## config.mk

```make
export PLATFORM = sky130hd
export DESIGN_NAME = sensor_reading_decoder_core
export DESIGN_NICKNAME = d
export VERILOG_FILES = /design/src/design/srd_pkg.sv /design/src/design/srd_front.sv /design/src/design/srd_queue.sv /design/src/design/srd_back.sv /design/src/design/sensor_reading_decoder_core.sv
export VERILOG_INCLUDE_DIRS = /design/src /design/src/design
export SDC_FILE = /design/constraint.sdc
export NUM_CORES = 1
export LEC_CHECK = 0
export ABC_AREA = 1
export BUFFER_PORTS_ARGS = -buffer_cell sky130_fd_sc_hd__buf_2
export CAP_MARGIN = 20
export CORE_ASPECT_RATIO = 1.2
export CORE_UTILIZATION = 58
export DETAILED_ROUTE_END_ITERATION = 16
export PLACE_DENSITY = 0.91
export RECOVER_POWER = 100
export SETUP_SLACK_MARGIN = 0.5
export SLEW_MARGIN = 15
export SYNTH_ARGS = -nofsm -noshare
export SYNTH_HDL_FRONTEND = slang
export SYNTH_SLANG_ARGS = --single-unit
```

## constraint.sdc

```tcl
create_clock -name clk_i -period 5.3 [get_ports clk_i]
set_input_delay 0.795 -clock clk_i [delete_from_list [all_inputs] [get_ports clk_i]]
set_output_delay 0.795 -clock clk_i [all_outputs]
set_load 0.05 [all_outputs]
```

## src/design/sensor_reading_decoder_core_macros.svh

```systemverilog
// -----------------------------------------------------------------------------
// Sensor reading decoder assertion macros
// Shared concurrent assertion forms, clocked on clk_i and disabled in reset.
// -----------------------------------------------------------------------------
`ifndef SENSOR_READING_DECODER_CORE_MACROS_SVH
`define SENSOR_READING_DECODER_CORE_MACROS_SVH

// Same-cycle implication.
`define SRD_ASSERT_IMP(lbl, ante, cons, msg) \
  lbl: assert property (@(posedge clk_i) disable iff (!rst_ni) (ante) |-> (cons)) \
    else $error(msg);

// Next-cycle implication.
`define SRD_ASSERT_NXT(lbl, ante, cons, msg) \
  lbl: assert property (@(posedge clk_i) disable iff (!rst_ni) (ante) |=> (cons)) \
    else $error(msg);

`endif

```

## src/design/srd_pkg.sv

```systemverilog
// -----------------------------------------------------------------------------
// Sensor reading decoder package
// Shared widths, register indexes, mode and operation codes, item type and
// small constant tables.
// -----------------------------------------------------------------------------
package srd_pkg;

  localparam int unsigned PortCount  = 4;
  localparam int unsigned MaxPorts   = 4;
  localparam int unsigned PortW      = $clog2(MaxPorts);
  localparam int unsigned ModeW      = 5;
  localparam int unsigned ChanW      = 2;
  localparam int unsigned RawW       = 64;
  localparam int unsigned ReadW      = 16;
  localparam int unsigned DataW      = 16;
  localparam int unsigned CfgIdxW    = 4;
  localparam int unsigned CfgDataW   = 5;

  localparam int unsigned RegModeBase = 0;
  localparam int unsigned RegChanBase = 4;
  localparam int unsigned RegCount    = 8;

  localparam int unsigned QueueDepth = 2;
  localparam int unsigned QPtrW      = $clog2(QueueDepth);
  localparam int unsigned QCntW      = $clog2(QueueDepth + 1);

  localparam int unsigned MulW       = 16;
  localparam int unsigned ProdW      = 28;
  localparam int unsigned TMagW      = 11;
  localparam int unsigned TM9W       = 14;
  localparam int unsigned FProdW     = 30;

  localparam logic [MulW-1:0] Div10Mul   = 16'd52429;
  localparam int unsigned     Div10Shift = 19;
  localparam logic [MulW-1:0] Div41Mul   = 16'd6394;
  localparam int unsigned     Div41Shift = 18;
  localparam logic [MulW-1:0] Div5Mul    = 16'd52429;
  localparam int unsigned     Div5Shift  = 18;

  localparam logic [ReadW-1:0] FahrOffset = 16'd320;
  localparam logic [ReadW-1:0] SoundFull  = 16'd100;
  localparam logic [7:0]       TouchPressed = 8'd13;

  typedef enum logic [ModeW-1:0] {
    ModeNone       = 5'd0,
    ModeTouchPress = 5'd1,
    ModeTouchBump  = 5'd2,
    ModeColReflect = 5'd3,
    ModeColAmbient = 5'd4,
    ModeColColor   = 5'd5,
    ModeUsCm       = 5'd6,
    ModeUsMm       = 5'd7,
    ModeUsInch     = 5'd8,
    ModeGyroAngle  = 5'd9,
    ModeGyroRate   = 5'd10,
    ModeIrProx     = 5'd11,
    ModeIrSeek     = 5'd12,
    ModeIrRemote   = 5'd13,
    ModeIrSeeker   = 5'd14,
    ModeTempC      = 5'd15,
    ModeTempF      = 5'd16,
    ModeSoundDb    = 5'd17,
    ModeSoundDba   = 5'd18,
    ModeOldTouch   = 5'd19,
    ModeOldLight   = 5'd20
  } sensor_mode_e;

  typedef enum logic [3:0] {
    OpNone,
    OpTouchPress,
    OpSample,
    OpTouchDiv,
    OpByte,
    OpNibble,
    OpUsCm,
    OpUsMm,
    OpGyro,
    OpIrSeek,
    OpIrRemote,
    OpTempC,
    OpTempF,
    OpSound
  } decode_op_e;

  typedef struct packed {
    decode_op_e       op;
    logic [DataW-1:0] data;
  } srd_item_t;

  function automatic logic [3:0] tenth_frac(input logic [3:0] n);
    logic [3:0] r;
    case (n)
      4'd0:    r = 4'd0;
      4'd1:    r = 4'd0;
      4'd2:    r = 4'd1;
      4'd3:    r = 4'd2;
      4'd4:    r = 4'd2;
      4'd5:    r = 4'd3;
      4'd6:    r = 4'd4;
      4'd7:    r = 4'd4;
      4'd8:    r = 4'd5;
      4'd9:    r = 4'd6;
      4'd10:   r = 4'd6;
      4'd11:   r = 4'd7;
      4'd12:   r = 4'd8;
      4'd13:   r = 4'd8;
      4'd14:   r = 4'd9;
      default: r = 4'd10;
    endcase
    return r;
  endfunction

endpackage

```

## src/design/srd_front.sv

```systemverilog
// -----------------------------------------------------------------------------
// Sensor reading decoder front end
// Holds the per-port configuration, accepts items and turns each into a
// decode operation with its operand bits.
// -----------------------------------------------------------------------------
module srd_front (
  input  logic                           clk_i,
  input  logic                           rst_ni,
  input  logic                           start,
  input  logic                           queue_full_i,
  input  logic [srd_pkg::PortW-1:0]      sensor_port_i,
  input  logic [srd_pkg::RawW-1:0]       raw_word_i,
  input  logic                           cfg_valid_i,
  output logic                           cfg_ready_o,
  input  logic [srd_pkg::CfgIdxW-1:0]    cfg_index_i,
  input  logic [srd_pkg::CfgDataW-1:0]   cfg_data_i,
  output logic                           push_o,
  output srd_pkg::srd_item_t             item_o
);
  import srd_pkg::*;

  sensor_mode_e     mode_q [MaxPorts];
  sensor_mode_e     mode_d [MaxPorts];
  logic [ChanW-1:0] chan_q [MaxPorts];
  logic [ChanW-1:0] chan_d [MaxPorts];
  logic             cfg_wr;
  sensor_mode_e     mode;
  logic [ChanW-1:0] chan;
  logic             absent;

  assign cfg_ready_o = 1'b1;
  assign cfg_wr      = cfg_valid_i && cfg_ready_o;
  assign push_o      = start && !queue_full_i;

  always_comb begin
    mode_d = mode_q;
    chan_d = chan_q;
    if (cfg_wr) begin
      if (cfg_index_i < CfgIdxW'(RegChanBase)) begin
        mode_d[cfg_index_i[PortW-1:0]] = sensor_mode_e'(cfg_data_i[ModeW-1:0]);
      end else if (cfg_index_i < CfgIdxW'(RegCount)) begin
        chan_d[cfg_index_i[PortW-1:0]] = cfg_data_i[ChanW-1:0];
      end
    end
  end

  always_ff @(posedge clk_i or negedge rst_ni) begin
    if (!rst_ni) begin
      mode_q <= '{default: ModeNone};
      chan_q <= '{default: '0};
    end else begin
      mode_q <= mode_d;
      chan_q <= chan_d;
    end
  end

  assign mode   = mode_q[sensor_port_i];
  assign chan   = chan_q[sensor_port_i];
  assign absent = {1'b0, sensor_port_i} >= (PortW + 1)'(PortCount);

  always_comb begin
    item_o.data = raw_word_i[DataW-1:0];
    case (mode)
      ModeTouchPress:                         item_o.op = OpTouchPress;
      ModeTouchBump, ModeOldLight:            item_o.op = OpSample;
      ModeOldTouch:                           item_o.op = OpTouchDiv;
      ModeColReflect, ModeColAmbient, ModeIrProx: item_o.op = OpByte;
      ModeColColor, ModeIrSeeker:             item_o.op = OpNibble;
      ModeUsCm:                               item_o.op = OpUsCm;
      ModeUsMm, ModeUsInch:                   item_o.op = OpUsMm;
      ModeGyroAngle, ModeGyroRate:            item_o.op = OpGyro;
      ModeIrSeek: begin
        item_o.op   = OpIrSeek;
        item_o.data = {8'h00, raw_word_i[{chan, 4'b0000} +: 8]};
      end
      ModeIrRemote: begin
        item_o.op   = OpIrRemote;
        item_o.data = {8'h00, raw_word_i[{chan, 3'b000} +: 8]};
      end
      ModeTempC: begin
        item_o.op   = OpTempC;
        item_o.data = {4'h0, raw_word_i[15:4]};
      end
      ModeTempF: begin
        item_o.op   = OpTempF;
        item_o.data = {4'h0, raw_word_i[15:4]};
      end
      ModeSoundDb, ModeSoundDba:              item_o.op = OpSound;
      default:                                item_o.op = OpNone;
    endcase
    if (absent) begin
      item_o.op = OpNone;
    end
  end

endmodule

```

## src/design/srd_queue.sv

```systemverilog
// -----------------------------------------------------------------------------
// Sensor reading decoder item queue
// Short FIFO between the front end and the decode pipeline.
// -----------------------------------------------------------------------------
`include "sensor_reading_decoder_core_macros.svh"

module srd_queue (
  input  logic                clk_i,
  input  logic                rst_ni,
  input  logic                push_i,
  input  srd_pkg::srd_item_t  item_i,
  input  logic                pop_i,
  output logic                full_o,
  output logic                head_valid_o,
  output srd_pkg::srd_item_t  head_o
);
  import srd_pkg::*;

  srd_item_t        mem_q [QueueDepth];
  logic [QPtrW-1:0] wr_ptr_q, wr_ptr_d;
  logic [QPtrW-1:0] rd_ptr_q, rd_ptr_d;
  logic [QCntW-1:0] count_q, count_d;
  logic             push;
  logic             pop;

  assign full_o       = count_q == QCntW'(QueueDepth);
  assign head_valid_o = count_q != '0;
  assign head_o       = mem_q[rd_ptr_q];
  assign push         = push_i && !full_o;
  assign pop          = pop_i && head_valid_o;

  always_comb begin
    wr_ptr_d = wr_ptr_q;
    rd_ptr_d = rd_ptr_q;
    count_d  = count_q;
    if (push) begin
      wr_ptr_d = (wr_ptr_q == QPtrW'(QueueDepth - 1)) ? '0 : wr_ptr_q + 1'b1;
    end
    if (pop) begin
      rd_ptr_d = (rd_ptr_q == QPtrW'(QueueDepth - 1)) ? '0 : rd_ptr_q + 1'b1;
    end
    if (push && !pop) begin
      count_d = count_q + 1'b1;
    end else if (pop && !push) begin
      count_d = count_q - 1'b1;
    end
  end

  always_ff @(posedge clk_i or negedge rst_ni) begin
    if (!rst_ni) begin
      wr_ptr_q <= '0;
      rd_ptr_q <= '0;
      count_q  <= '0;
    end else begin
      wr_ptr_q <= wr_ptr_d;
      rd_ptr_q <= rd_ptr_d;
      count_q  <= count_d;
    end
  end

  always_ff @(posedge clk_i) begin
    if (push) begin
      mem_q[wr_ptr_q] <= item_i;
    end
  end

  `SRD_ASSERT_IMP(a_count_bound, 1'b1, count_q <= QCntW'(QueueDepth), "queue count above depth")
  `SRD_ASSERT_NXT(a_count_inc, push && !pop, count_q == QCntW'($past(count_q) + 1'b1), "count did not rise")
  `SRD_ASSERT_NXT(a_count_dec, pop && !push, count_q == QCntW'($past(count_q) - 1'b1), "count did not fall")

endmodule

```

## src/design/srd_back.sv

```systemverilog
// -----------------------------------------------------------------------------
// Sensor reading decoder back end
// Two-stage decode pipeline: operand products in the first stage, final
// scaling and sign handling into the output register in the second.
// -----------------------------------------------------------------------------
`include "sensor_reading_decoder_core_macros.svh"

module srd_back (
  input  logic                              clk_i,
  input  logic                              rst_ni,
  input  logic                              head_valid_i,
  input  srd_pkg::srd_item_t                head_i,
  output logic                              pop_o,
  output logic                              reading_valid_o,
  output logic signed [srd_pkg::ReadW-1:0]  reading_o
);
  import srd_pkg::*;

  logic [DataW-1:0]  u;
  logic [7:0]        tdiv_d;
  logic [MulW-1:0]   mul_k;
  logic [ProdW-1:0]  prod_d;
  logic [11:0]       tmag12;
  logic              neg_d;
  logic [TMagW-1:0]  tmag_d;
  logic [TM9W-1:0]   tm9_d;

  logic              s1_valid_q;
  decode_op_e        s1_op_q;
  logic [DataW-1:0]  s1_data_q;
  logic [7:0]        s1_tdiv_q;
  logic [ProdW-1:0]  s1_prod_q;
  logic              s1_neg_q;
  logic [TMagW-1:0]  s1_tmag_q;
  logic [TM9W-1:0]   s1_tm9_q;

  logic [FProdW-1:0] fprod;
  logic [ReadW-1:0]  fmag;
  logic [ReadW-1:0]  reading_d;
  logic [ReadW-1:0]  reading_q;
  logic              valid_q;

  assign pop_o = head_valid_i;
  assign u     = head_i.data;

  always_comb begin
    tdiv_d = u[15:8] + {7'b0, u[15] && (u[7:0] != 8'h00)};
    mul_k  = (head_i.op == OpSound) ? Div41Mul : Div10Mul;
    prod_d = ProdW'(u[11:0]) * ProdW'(mul_k);
    neg_d  = u[11];
    tmag12 = neg_d ? 12'({1'b0, u[10:0] ^ 11'h7FF} + 12'd1) : u[11:0];
    tmag_d = TMagW'(TMagW'(tmag12[11:4]) * TMagW'(10)) + TMagW'(tenth_frac(tmag12[3:0]));
    tm9_d  = TM9W'({tmag_d, 3'b000}) + TM9W'(tmag_d);
  end

  always_ff @(posedge clk_i or negedge rst_ni) begin
    if (!rst_ni) begin
      s1_valid_q <= 1'b0;
      valid_q    <= 1'b0;
    end else begin
      s1_valid_q <= head_valid_i;
      valid_q    <= s1_valid_q;
    end
  end

  always_ff @(posedge clk_i) begin
    s1_op_q   <= head_i.op;
    s1_data_q <= u;
    s1_tdiv_q <= tdiv_d;
    s1_prod_q <= prod_d;
    s1_neg_q  <= neg_d;
    s1_tmag_q <= tmag_d;
    s1_tm9_q  <= tm9_d;
    reading_q <= reading_d;
  end

  assign fprod = FProdW'(s1_tm9_q) * FProdW'(Div5Mul);
  assign fmag  = ReadW'(fprod >> Div5Shift);

  always_comb begin
    case (s1_op_q)
      OpTouchPress: begin
        if (s1_tdiv_q == 8'h00) begin
          reading_d = '0;
        end else if (s1_tdiv_q == TouchPressed) begin
          reading_d = ReadW'(1);
        end else begin
          reading_d = '1;
        end
      end
      OpSample:   reading_d = s1_data_q;
      OpTouchDiv: reading_d = {{8{s1_tdiv_q[7]}}, s1_tdiv_q};
      OpByte:     reading_d = {8'h00, s1_data_q[7:0]};
      OpNibble:   reading_d = {12'h000, s1_data_q[3:0]};
      OpUsCm:     reading_d = ReadW'(s1_prod_q >> Div10Shift);
      OpUsMm:     reading_d = {4'h0, s1_data_q[11:0]};
      OpGyro: begin
        reading_d = s1_data_q[15] ? {1'b0, s1_data_q[14:0]} - 16'h7FFF : s1_data_q;
      end
      OpIrSeek: begin
        reading_d = s1_data_q[7] ? {9'h000, s1_data_q[6:0]} - 16'h007F
                                 : {8'h00, s1_data_q[7:0]};
      end
      OpIrRemote: reading_d = {8'h00, s1_data_q[7:0]};
      OpTempC: begin
        reading_d = s1_neg_q ? ReadW'(0) - ReadW'(s1_tmag_q) : ReadW'(s1_tmag_q);
      end
      OpTempF: begin
        reading_d = s1_neg_q ? FahrOffset - fmag : FahrOffset + fmag;
      end
      OpSound:    reading_d = SoundFull - ReadW'(s1_prod_q >> Div41Shift);
      default:    reading_d = '1;
    endcase
  end

  assign reading_valid_o = valid_q;
  assign reading_o       = reading_q;

  `SRD_ASSERT_NXT(a_valid_follows, s1_valid_q, reading_valid_o, "decoded item lost")
  `SRD_ASSERT_NXT(a_no_spurious, !s1_valid_q, !reading_valid_o, "result without item")
  `SRD_ASSERT_NXT(a_none_minus_one, s1_valid_q && s1_op_q == OpNone, reading_o == {ReadW{1'b1}}, "no-sensor item not -1")

endmodule

```

## src/design/sensor_reading_decoder_core.sv

```systemverilog
// -----------------------------------------------------------------------------
// Sensor reading decoder core
// Decodes one raw sensor word per item into a signed reading, using the
// configured mode and beacon channel of the item's port.
// -----------------------------------------------------------------------------
// Usage:
//   An item (sensor_port_i, raw_word_i) is taken at a rising edge with start
//   high and busy low. Every item gives exactly one result, shown on
//   reading_o for one cycle with reading_valid_o high; results leave in the
//   order items came in.
//   The item passes through the queue entry, the first-stage registers and
//   the output register. Throughput: one item per cycle, sustained; busy
//   only rises if the two-entry queue is full, which the one-item-per-cycle
//   decode pipeline never lets happen.
//   The receiver cannot stall; the pipeline drains one item every cycle.
//   Configuration: cfg_valid_i/cfg_ready_o with cfg_index_i and cfg_data_i.
//   Indexes 0 to 3 are the port modes, 4 to 7 the beacon channels; other
//   indexes are ignored. cfg_ready_o is always high. Write only while idle.
//   Reset clears all modes to none and channels to zero and empties the
//   pipeline; no clearing pass is needed.
// -----------------------------------------------------------------------------
module sensor_reading_decoder_core (
  input  logic                              clk_i,
  input  logic                              rst_ni,
  input  logic                              start,
  output logic                              busy,
  input  logic [srd_pkg::PortW-1:0]         sensor_port_i,
  input  logic [srd_pkg::RawW-1:0]          raw_word_i,
  input  logic                              cfg_valid_i,
  output logic                              cfg_ready_o,
  input  logic [srd_pkg::CfgIdxW-1:0]       cfg_index_i,
  input  logic [srd_pkg::CfgDataW-1:0]      cfg_data_i,
  output logic                              reading_valid_o,
  output logic signed [srd_pkg::ReadW-1:0]  reading_o
);
  import srd_pkg::*;

  logic      push;
  srd_item_t item;
  logic      full;
  logic      head_valid;
  srd_item_t head;
  logic      pop;

  assign busy = full;

  srd_front u_front (
    .clk_i         (clk_i),
    .rst_ni        (rst_ni),
    .start         (start),
    .queue_full_i  (full),
    .sensor_port_i (sensor_port_i),
    .raw_word_i    (raw_word_i),
    .cfg_valid_i   (cfg_valid_i),
    .cfg_ready_o   (cfg_ready_o),
    .cfg_index_i   (cfg_index_i),
    .cfg_data_i    (cfg_data_i),
    .push_o        (push),
    .item_o        (item)
  );

  srd_queue u_queue (
    .clk_i        (clk_i),
    .rst_ni       (rst_ni),
    .push_i       (push),
    .item_i       (item),
    .pop_i        (pop),
    .full_o       (full),
    .head_valid_o (head_valid),
    .head_o       (head)
  );

  srd_back u_back (
    .clk_i           (clk_i),
    .rst_ni          (rst_ni),
    .head_valid_i    (head_valid),
    .head_i          (head),
    .pop_o           (pop),
    .reading_valid_o (reading_valid_o),
    .reading_o       (reading_o)
  );

endmodule

```

==> results of run 1 <==
-- metal layers --
metal / part of all wire, % / GRT usage [%]
met5: 0.017 / 0
met2: 49 / 65.2
met3: 8.1 / 5.88
met1: 32 / 36.5
met4: 11 / 28.2
-- sequential cells by signal, summed over array words and instances, names as in the netlist --
register	flops
u_queue.mem_q	40
u_back.s1_op_q	4
u_back.s1_valid_q	1
u_back.s1_prod_q	10
u_back.s1_tmag_q	11
u_back.s1_tm9_q	11
u_back.s1_tdiv_q	8
u_front.chan_q	8
u_queue.wr_ptr_q	1
u_queue.rd_ptr_q	1
u_back.reading_o	16
u_queue.count_q	2
u_front.mode_q	20
u_back.reading_valid_o	1
u_back.s1_data_q	16
-- stage by stage --
stage	instance area, um2	cells	hold slack (ps)
6_report	22100	2887	354
5_1_grt	22100	2887	360
4_1_cts	21100	2853	356
3_5_place_dp	19500	2791	345
3_3_place_gp	19500	2791	336
2_1_floorplan	17500	2179	331
-- path summary, 6_finish.rpt --
kind                       cells past startpoint                               end                          from  slack (ps)
setup reg to reg                              27       u_back.s1_tm9_q[12]$_DFF_P_  u_queue.rd_ptr_q$_DFFE_PN0N_        -850
setup / recovery                              27       u_back.s1_tm9_q[12]$_DFF_P_  u_queue.rd_ptr_q$_DFFE_PN0N_        -850
min in group asynchronous                      1     u_front.mode_q[3]$_DFFE_PN0P_                        rst_ni         820
hold reg to reg                                0  u_back.reading_valid_o$_DFF_PN0_   u_back.s1_valid_q$_DFF_PN0_         350
max in group asynchronous                      1     u_front.mode_q[9]$_DFFE_PN0P_                        rst_ni        3450
hold / removal                                 0  u_back.reading_valid_o$_DFF_PN0_   u_back.s1_valid_q$_DFF_PN0_         350
-- logic make-up (layout without fill, tap and decap cells) --
logic type	Yosys count	after routing	share of synthesized area [%]
AO/OA/AOI/OAI	303	303	10.7
XOR/XNOR	59	59	3.07
adder cells (fa/ha/maj)	384	384	34.5
buffers and inverters	473	796	10.8
flip-flops	150	150	21.0
other	2	8	0.0440
AND/OR/NAND/NOR	802	802	20.0
-- timing repair --
item	CTS	global route
hold endpoints to repair	0	0
pin swaps	68	103
cloned	0	1
gates resized for setup	171	196
hold buffers	0	0
endpoints found under the setup margin	31	31
buffers inserted	30	33
-- layout make-up --
class | instances | area [um2] | area share, %
inverter | 445 | 1710 | 7.72
clock inverter | 12 | 166 | 0.752
multi-input combinational | 1556 | 13500 | 61.0
clock buffer | 20 | 447 | 2.02
sequential | 150 | 3580 | 16.2
tap | 385 | 482 | 2.18
timing repair buffer | 319 | 2250 | 10.2
-- cells in the final DEF (no fill, tap or decap), types with 11 or more instances in the layout --
cell                        netlist  routed
sky130_fd_sc_hd__ha_4             0      45
sky130_fd_sc_hd__clkbuf_1        13      31
sky130_fd_sc_hd__nand3_1         90      72
sky130_fd_sc_hd__o21ai_1          8      14
sky130_fd_sc_hd__dfrtp_1         34      34
sky130_fd_sc_hd__ha_1           241     189
sky130_fd_sc_hd__fa_1           143     127
sky130_fd_sc_hd__buf_4            2     205
sky130_fd_sc_hd__inv_2           10      33
sky130_fd_sc_hd__nand2_1        406     350
sky130_fd_sc_hd__nor2_1         197     151
sky130_fd_sc_hd__inv_1          431     401
sky130_fd_sc_hd__nand3_2          0      14
sky130_fd_sc_hd__a21oi_2          0      19
sky130_fd_sc_hd__edfxtp_1        40      40
sky130_fd_sc_hd__nand2_2          2      44
sky130_fd_sc_hd__nand4_1         20      20
sky130_fd_sc_hd__fa_2             0      16
sky130_fd_sc_hd__nor3_1          31      25
sky130_fd_sc_hd__xor2_1          41      33
sky130_fd_sc_hd__o21ai_4          0      11
sky130_fd_sc_hd__buf_2            7      60
sky130_fd_sc_hd__o21ai_0        118      98
sky130_fd_sc_hd__buf_6            5      18
sky130_fd_sc_hd__or2_2           21      14
sky130_fd_sc_hd__nor2_2           6      29
sky130_fd_sc_hd__a21oi_1         87      63
sky130_fd_sc_hd__dfxtp_1         76      72
sky130_fd_sc_hd__nor2_4           4      27
sky130_fd_sc_hd__nand2_4          1      13
sky130_fd_sc_hd__clkbuf_16        0      18
-- critical path, stage by stage, from the launching register on --
cell	delay, ps
sky130_fd_sc_hd__dfrtp_1	430
sky130_fd_sc_hd__inv_4	80
sky130_fd_sc_hd__clkbuf_1	150
sky130_fd_sc_hd__clkbuf_16	180
sky130_fd_sc_hd__or2_4	230
sky130_fd_sc_hd__o21ai_2	70
sky130_fd_sc_hd__buf_6	130
sky130_fd_sc_hd__clkbuf_1	180
sky130_fd_sc_hd__buf_4	140
sky130_fd_sc_hd__ha_1	330
sky130_fd_sc_hd__nand3_4	110
sky130_fd_sc_hd__nor3_1	290
sky130_fd_sc_hd__a31oi_1	160
sky130_fd_sc_hd__xor2_1	520
sky130_fd_sc_hd__inv_1	230
sky130_fd_sc_hd__ha_4	310
sky130_fd_sc_hd__ha_4	280
sky130_fd_sc_hd__a21oi_1	230
sky130_fd_sc_hd__o21ai_2	130
sky130_fd_sc_hd__xor2_2	190
sky130_fd_sc_hd__or3_4	410
sky130_fd_sc_hd__or2_4	270
sky130_fd_sc_hd__xnor2_4	160
sky130_fd_sc_hd__inv_2	80
sky130_fd_sc_hd__ha_4	310
sky130_fd_sc_hd__a21oi_2	70
sky130_fd_sc_hd__nor2_1	130
sky130_fd_sc_hd__xor2_1	210
==> PnR_summary.wiki, run 1 <==
{| class="wikitable"
! Metric !! Value
|-
| Main synth FF type || sky130_fd_sc_hd__dfxtp_1
|-
| Largest cells by area after synthesis || sky130_fd_sc_hd__ha_1 18%, sky130_fd_sc_hd__fa_1 17%, sky130_fd_sc_hd__inv_1 9.5%, sky130_fd_sc_hd__nand2_1 8.9%, sky130_fd_sc_hd__dfxtp_1 8.9%
|-
| Library cells used by synthesis || 65
|-
| Average wire per standard cell || 21.8 um
|-
| Die boundary height || 190 um
|-
| Library cell with the largest summed area after synthesis || sky130_fd_sc_hd__ha_1
|-
| Mapped cell area || 0.0171 mm2
|-
| Share of synthesized area occupied by flip-flops and latches || 21.0%
|-
| Total track usage || 36.1%
|-
| Final Net Count || 2952
|-
| Result of the run || finished, violations left
|-
| Clock latency on the worst-skew pair || 450 ps
|-
| Maximum number of pins on one net before global-route repair || 35
|-
| Final slew viol count || 35
|-
| Share of layout cells above drive strength 1 || 27.1%
|-
| Clock-pin transition on the worst setup and hold timing paths || 80 ps
|-
| Cell count after synthesis || 2173
|-
| TritonCTS Sinks || 150
|-
| Violations in the final reports || max-capacitance violations, max-slew violations, negative setup slack
|-
| Endpoint type of the worst setup path || register
|-
| Setup repair after global routing missed its margin || yes
|-
| Drt initial violations || 1806
|-
| Post-layout utilization of the core || 76.7%
|-
| PnR worst setup slack || -848 ps
|-
| Via count normalized by instance count || 6.12
|-
| Final weighted congestion in routability-driven placement || 1.01
|-
| Via count of the first global-routing pass || 17244
|-
| Number of enable flip-flop cells after synthesis || 40
|-
| Final Critical Period || 6150 ps
|-
| Residual antenna-violating net count after detailed routing || 0
|-
| # rows || 68
|-
| Area of the placeable core || 0.0288 mm2
|-
| Actual slew at the worst max-slew pin || 1780 ps
|-
| Finish-stage setup viols || 31
|-
| Required time at the endpoint of the critical path || 5650 ps
|-
| Wire length of the first global-routing pass || 83.4 mm
|-
| Period utilization || 116%
|-
| Critical path launch point type || register
|-
| Die Span X || 159 um
|-
| DRC errors left || 0
|-
| Leading cell type by number of instances after synthesis || sky130_fd_sc_hd__inv_1
|-
| Flop and latch count out of synthesis || 150
|-
| Die footprint || 0.0301 mm2
|-
| Maxcap violations || 1
|-
| Initial Util || 59.1%
|-
| Wirelength, routed || 63.0 mm
|-
| Max_slew headroom || -18.7%
|-
| Worst min path class || reg -> reg
|-
| Count of filler cells inserted in the layout || 1804
|-
| Synth top area share || 17.7%
|-
| Critical-path maximum fanout || 7
|-
| HPWL Detailed || 40.5 mm
|-
| Number of antenna violations at the first check in global routing || 1
|-
| Clock H-tree levels || 4
|-
| Setup TNS || -11340 ps
|-
| Total grt overflow || 0
|-
| Critical path arrival || 6500 ps
|-
| Drt pass-1 iters || 8
|-
| Routed vias || 17667
|-
| Fin Clk Skew || 18.3 ps
|-
| Post-synthesis async set-or-reset flop share || 22.7%
|-
| Maximum frequency from static timing analysis || 163 MHz
|-
| I/O Buffers || 80
|-
| CTS tree || done
|-
| Diodes inserted || 0
|-
| Number of buffers inserted during clock tree synthesis || 17
|-
| Critical path type || reg -> reg
|-
| Placement Setup Slack || -368 ps
|-
| Fin. Hold Viols || 0
|-
| Clock root cell || sky130_fd_sc_hd__clkbuf_16
|-
| Clock Tree Buf Depth || 2
|-
| Yosys warns || 0
|-
| Top cells by instance count after synthesis || 431 x sky130_fd_sc_hd__inv_1, 406 x sky130_fd_sc_hd__nand2_1, 241 x sky130_fd_sc_hd__ha_1
|-
| Area growth from synthesis to layout || 29.7%
|-
| Synth Area per Inst || 7.85 um2
|-
| I/O pin count || 98
|}
Power of run 1 is left out: the tool's default activity adds up to more than one toggle a clock period on the data nets, which glitch-free logic cannot reach.
==> run 2, diff against run 1 <==
--- a/config.mk
+++ b/config.mk
@@ -7,12 +7,13 @@
 export NUM_CORES = 1
 export LEC_CHECK = 0
 export ABC_AREA = 1
-export BUFFER_PORTS_ARGS = -buffer_cell sky130_fd_sc_hd__buf_2
 export CAP_MARGIN = 20
 export CORE_ASPECT_RATIO = 1.2
-export CORE_UTILIZATION = 58
+export CORE_UTILIZATION = 35
+export CTS_BUF_LIST = sky130_fd_sc_hd__clkbuf_4 sky130_fd_sc_hd__clkbuf_8
 export DETAILED_ROUTE_END_ITERATION = 16
-export PLACE_DENSITY = 0.91
+export DONT_BUFFER_PORTS = 1
+export PLACE_DENSITY = 0.63
 export RECOVER_POWER = 100
 export SETUP_SLACK_MARGIN = 0.5
 export SLEW_MARGIN = 15
==> PnR_summary.wiki, run 2 (synthesis gave the netlist of run 1 again) <==
{| class="wikitable"
! Metric !! Value
|-
| Result of the run || finished, violations left (unchanged)
|-
| Violations in the final reports || max-capacitance violations, max-slew violations, negative setup slack (unchanged)
|-
| Required time at the endpoint of the critical path || 5660 ps (was 5650 ps)
|-
| Critical-path maximum fanout || 7 (unchanged)
|-
| Critical register-to-register path startpoint || u_queue.rd_ptr_q$_DFFE_PN0N_ (unchanged)
|-
| Multi-input logic area || 0.0132 mm2 (was 0.0135 mm2)
|-
| CTS tree || done (unchanged)
|-
| Setup repair after global routing missed its margin || yes (unchanged)
|-
| I/O Buffers || 0 (was 80)
|-
| CP top delay family || adder cells (was simple AND/OR/NAND/NOR gates)
|-
| HPWL Detailed || 38.9 mm (was 40.5 mm)
|-
| Routed length on met2 || 26.8 mm (was 30.8 mm)
|-
| Register with the highest flop count || u_queue.mem_q (unchanged)
|-
| Final weighted congestion in routability-driven placement || 0.965 (was 1.01)
|-
| DRC errors left || 0 (unchanged)
|-
| Clock latency on the worst-skew pair || 470 ps (was 450 ps)
|-
| Via count normalized by instance count || 4.90 (was 6.12)
|-
| Combined buffer and inverter count along the critical path || 5 (was 8)
|-
| Diodes inserted || 0 (unchanged)
|-
| Total grt overflow || 0 (unchanged)
|-
| Commonest non-fill, non-tap cells in the layout || 399 x sky130_fd_sc_hd__inv_1, 351 x sky130_fd_sc_hd__nand2_1, 196 x sky130_fd_sc_hd__ha_1, 194 x sky130_fd_sc_hd__buf_4, 158 x sky130_fd_sc_hd__nor2_1 (was 401 x sky130_fd_sc_hd__inv_1, 350 x sky130_fd_sc_hd__nand2_1, 205 x sky130_fd_sc_hd__buf_4, 189 x sky130_fd_sc_hd__ha_1, 151 x sky130_fd_sc_hd__nor2_1)
|-
| Final slew viol count || 35 (unchanged)
|-
| Finish-stage setup viols || 20 (was 31)
|-
| Most common cell after layout, fill and taps aside || sky130_fd_sc_hd__inv_1 (unchanged)
|-
| Die boundary height || 244 um (was 190 um)
|-
| Setup TNS || -1620 ps (was -11340 ps)
|-
| Area growth from synthesis to layout || 29.4% (was 29.7%)
|-
| Number of instances in the placed design || 2970 (was 2791)
|-
| Length in cells of the worst reg-to-reg path || 24 (was 27)
|-
| Drt pass-1 iters || 5 (was 8)
|-
| Residual antenna-violating net count after detailed routing || 0 (unchanged)
|-
| Final Critical Period || 5480 ps (was 6150 ps)
|-
| Routed vias || 15154 (was 17667)
|-
| Via count of the first global-routing pass || 15701 (was 17244)
|-
| Max_slew headroom || -20.7% (was -18.7%)
|-
| Largest registers in the final layout || u_queue.mem_q x40, u_front.mode_q x20 (unchanged)
|-
| TritonCTS Sinks || 150 (unchanged)
|-
| Number of flip-flops in the largest register || 40 (unchanged)
|-
| Fin. Hold Viols || 0 (unchanged)
|-
| Placed instance area || 0.0195 mm2 (about the same)
|-
| Hold slack final || 391 ps (was 354 ps)
|-
| Delay of the slowest cell on the worst path || 550 ps (was 520 ps)
|-
| Area of all placed cells without fillers || 0.0221 mm2 (about the same)
|-
| Drt initial violations || 718 (was 1806)
|-
| Non-Filler Instances || 3091 (was 2887)
|-
| Actual slew at the worst max-slew pin || 1810 ps (was 1780 ps)
|-
| Initial Util || 35.4% (was 59.1%)
|-
| Clock root cell || sky130_fd_sc_hd__clkbuf_8 (was sky130_fd_sc_hd__clkbuf_16)
|-
| Clock Tree Buf Depth || 2 (unchanged)
|-
| Die Span X || 204 um (was 159 um)
|-
| Critical path type || reg -> reg (unchanged)
|-
| Critical path arrival || 5830 ps (was 6500 ps)
|-
| R2R Setup Slk || -180 ps (was -850 ps)
|-
| Topmost layer with routed signal wires || met4 (was met5)
|-
| Number of antenna violations at the first check in global routing || 0 (was 1)
|-
| Final Net Count || 2911 (was 2952)
|-
| Endpoint of the lowest-slack register-to-register path || u_back.s1_prod_q[21]$_DFF_P_ (was u_back.s1_tm9_q[12]$_DFF_P_)
|-
| CP Depth || 24 (was 27)
|-
| Maxcap violations || 1 (unchanged)
|-
| Critical path launch point type || register (unchanged)
|-
| Period utilization || 103% (was 116%)
|-
| Crit-path most repeated cell || sky130_fd_sc_hd__fa_1 (was sky130_fd_sc_hd__ha_4)
|-
| Count of filler cells inserted in the layout || 4529 (was 1804)
|-
| Endpoint type of the worst setup path || register (unchanged)
|-
| Sequence of cells on the critical path || inv_4 > or2_4 > o21ai_4 > nor2_4 > nand2_4 > buf_12 > buf_8 > nor2_4 > fa_1 > fa_1 > inv_2 > fa_1 > fa_1 > inv_1 > fa_1 > ha_4 > a21oi_2 > nor2_1 > a211oi_2 > nor2_1 > a211o_1 > nand3_1 > nand2_1 > xor2_1
|-
| Die footprint || 0.0496 mm2 (was 0.0301 mm2)
|-
| Clock H-tree levels || 4 (unchanged)
|-
| Clock-pin transition on the worst setup and hold timing paths || 120 ps (was 80 ps)
|-
| Fin Clk Skew || 22.4 ps (was 18.3 ps)
|-
| Number of buffers inserted during clock tree synthesis || 17 (unchanged)
|-
| Total track usage || 19.7% (was 36.1%)
|-
| Wire length on met3 || 1.39 mm (was 5.12 mm)
|-
| Average wire per standard cell || 16.0 um (was 21.8 um)
|-
| PnR worst setup slack || -175 ps (was -848 ps)
|-
| Wirelength, routed || 49.5 mm (was 63.0 mm)
|-
| Worst min path class || reg -> reg (unchanged)
|-
| Storage cell area || 0.00358 mm2 (unchanged)
|-
| Crit. Startpoint || u_queue.rd_ptr_q$_DFFE_PN0N_ (unchanged)
|-
| Capture point of the critical path || u_back.s1_prod_q[21]$_DFF_P_ (was u_back.s1_tm9_q[12]$_DFF_P_)
|-
| Wire length of the first global-routing pass || 78.2 mm (was 83.4 mm)
|-
| I/O pin count || 98 (unchanged)
|-
| Maximum number of pins on one net before global-route repair || 35 (unchanged)
|-
| # rows || 88 (was 68)
|-
| Share of layout cells above drive strength 1 || 26.0% (was 27.1%)
|-
| Area of the placeable core || 0.0481 mm2 (was 0.0288 mm2)
|-
| Maximum frequency from static timing analysis || 183 MHz (was 163 MHz)
|-
| Slowest cell on crit path || sky130_fd_sc_hd__fa_1 (was sky130_fd_sc_hd__xor2_1)
|-
| DRT met1 WL || 19.6 mm (was 20.4 mm)
|}
-- run 2: cell count changes in the layout (fill, tap and decap cells not counted), moves of 11 or more --
cell                        before  now
sky130_fd_sc_hd__clkbuf_8        1   17
sky130_fd_sc_hd__buf_6          18   68
sky130_fd_sc_hd__clkbuf_1       31    8
sky130_fd_sc_hd__clkbuf_16      18    0
sky130_fd_sc_hd__buf_4         205  194
sky130_fd_sc_hd__buf_2          60    0
-- run 2: metal layers --
layer / vias up / track usage [%]
met5: - / 0
met1: 7225 / 22.3
met3: 98 / 1.75
met4: 0 / 6.70
met2: 358 / 38.2
li1: 7473 / -
-- run 2: per-stage QoR --
step / setup slack, ps / utilization, %
floorplan: 60.7 / -
global placement: -238 / 40.6
detailed placement: -247 / 40.6
CTS: -153 / 44.4
global route: -403 / 45.9
finish: -175 / 45.9
-- run 2: worst register-to-register path, delay by kind of cell, from the launching register on --
kind            cells  cell delay (ps)
flops               1              450
xor+xnor            1              150
fa+ha+maj           6             2780
buf+inv             5              450
simple gates        8              730
compound gates      4              790
-- run 2: timing repair --
action | in CTS | in global routing
hold endpoints to repair | 34 | 0
resized for setup | 200 | 181
pin swaps | 89 | 101
hold buffers | 1 | 0
endpoints found under the setup margin | 32 | 33
setup buffers | 68 | 19
cloned | 1 | 0
-- run 2: worst min path at each step --
stage                                start                                to  slack (ps)  cells after the start
6_report       u_back.s1_valid_q$_DFF_PN0_  u_back.reading_valid_o$_DFF_PN0_         390                      0
5_1_grt        u_back.s1_valid_q$_DFF_PN0_  u_back.reading_valid_o$_DFF_PN0_         390                      0
4_1_cts                             rst_ni  u_back.reading_valid_o$_DFF_PN0_         110                      1
3_5_place_dp   u_back.s1_valid_q$_DFF_PN0_  u_back.reading_valid_o$_DFF_PN0_         370                      0
3_3_place_gp   u_back.s1_valid_q$_DFF_PN0_  u_back.reading_valid_o$_DFF_PN0_         390                      0
2_1_floorplan  u_back.s1_valid_q$_DFF_PN0_  u_back.reading_valid_o$_DFF_PN0_         330                      0
-- run 2: cell type report --
class	instances	area share, %
multi-input cells	1556	59.8
inverters	445	7.72
clock inverters	15	0.879
clock buffers	17	1.06
flip-flops and latches	150	16.2
repair buffers	278	10.8
well taps	630	3.57
Power of run 2 is left out for the same reason.
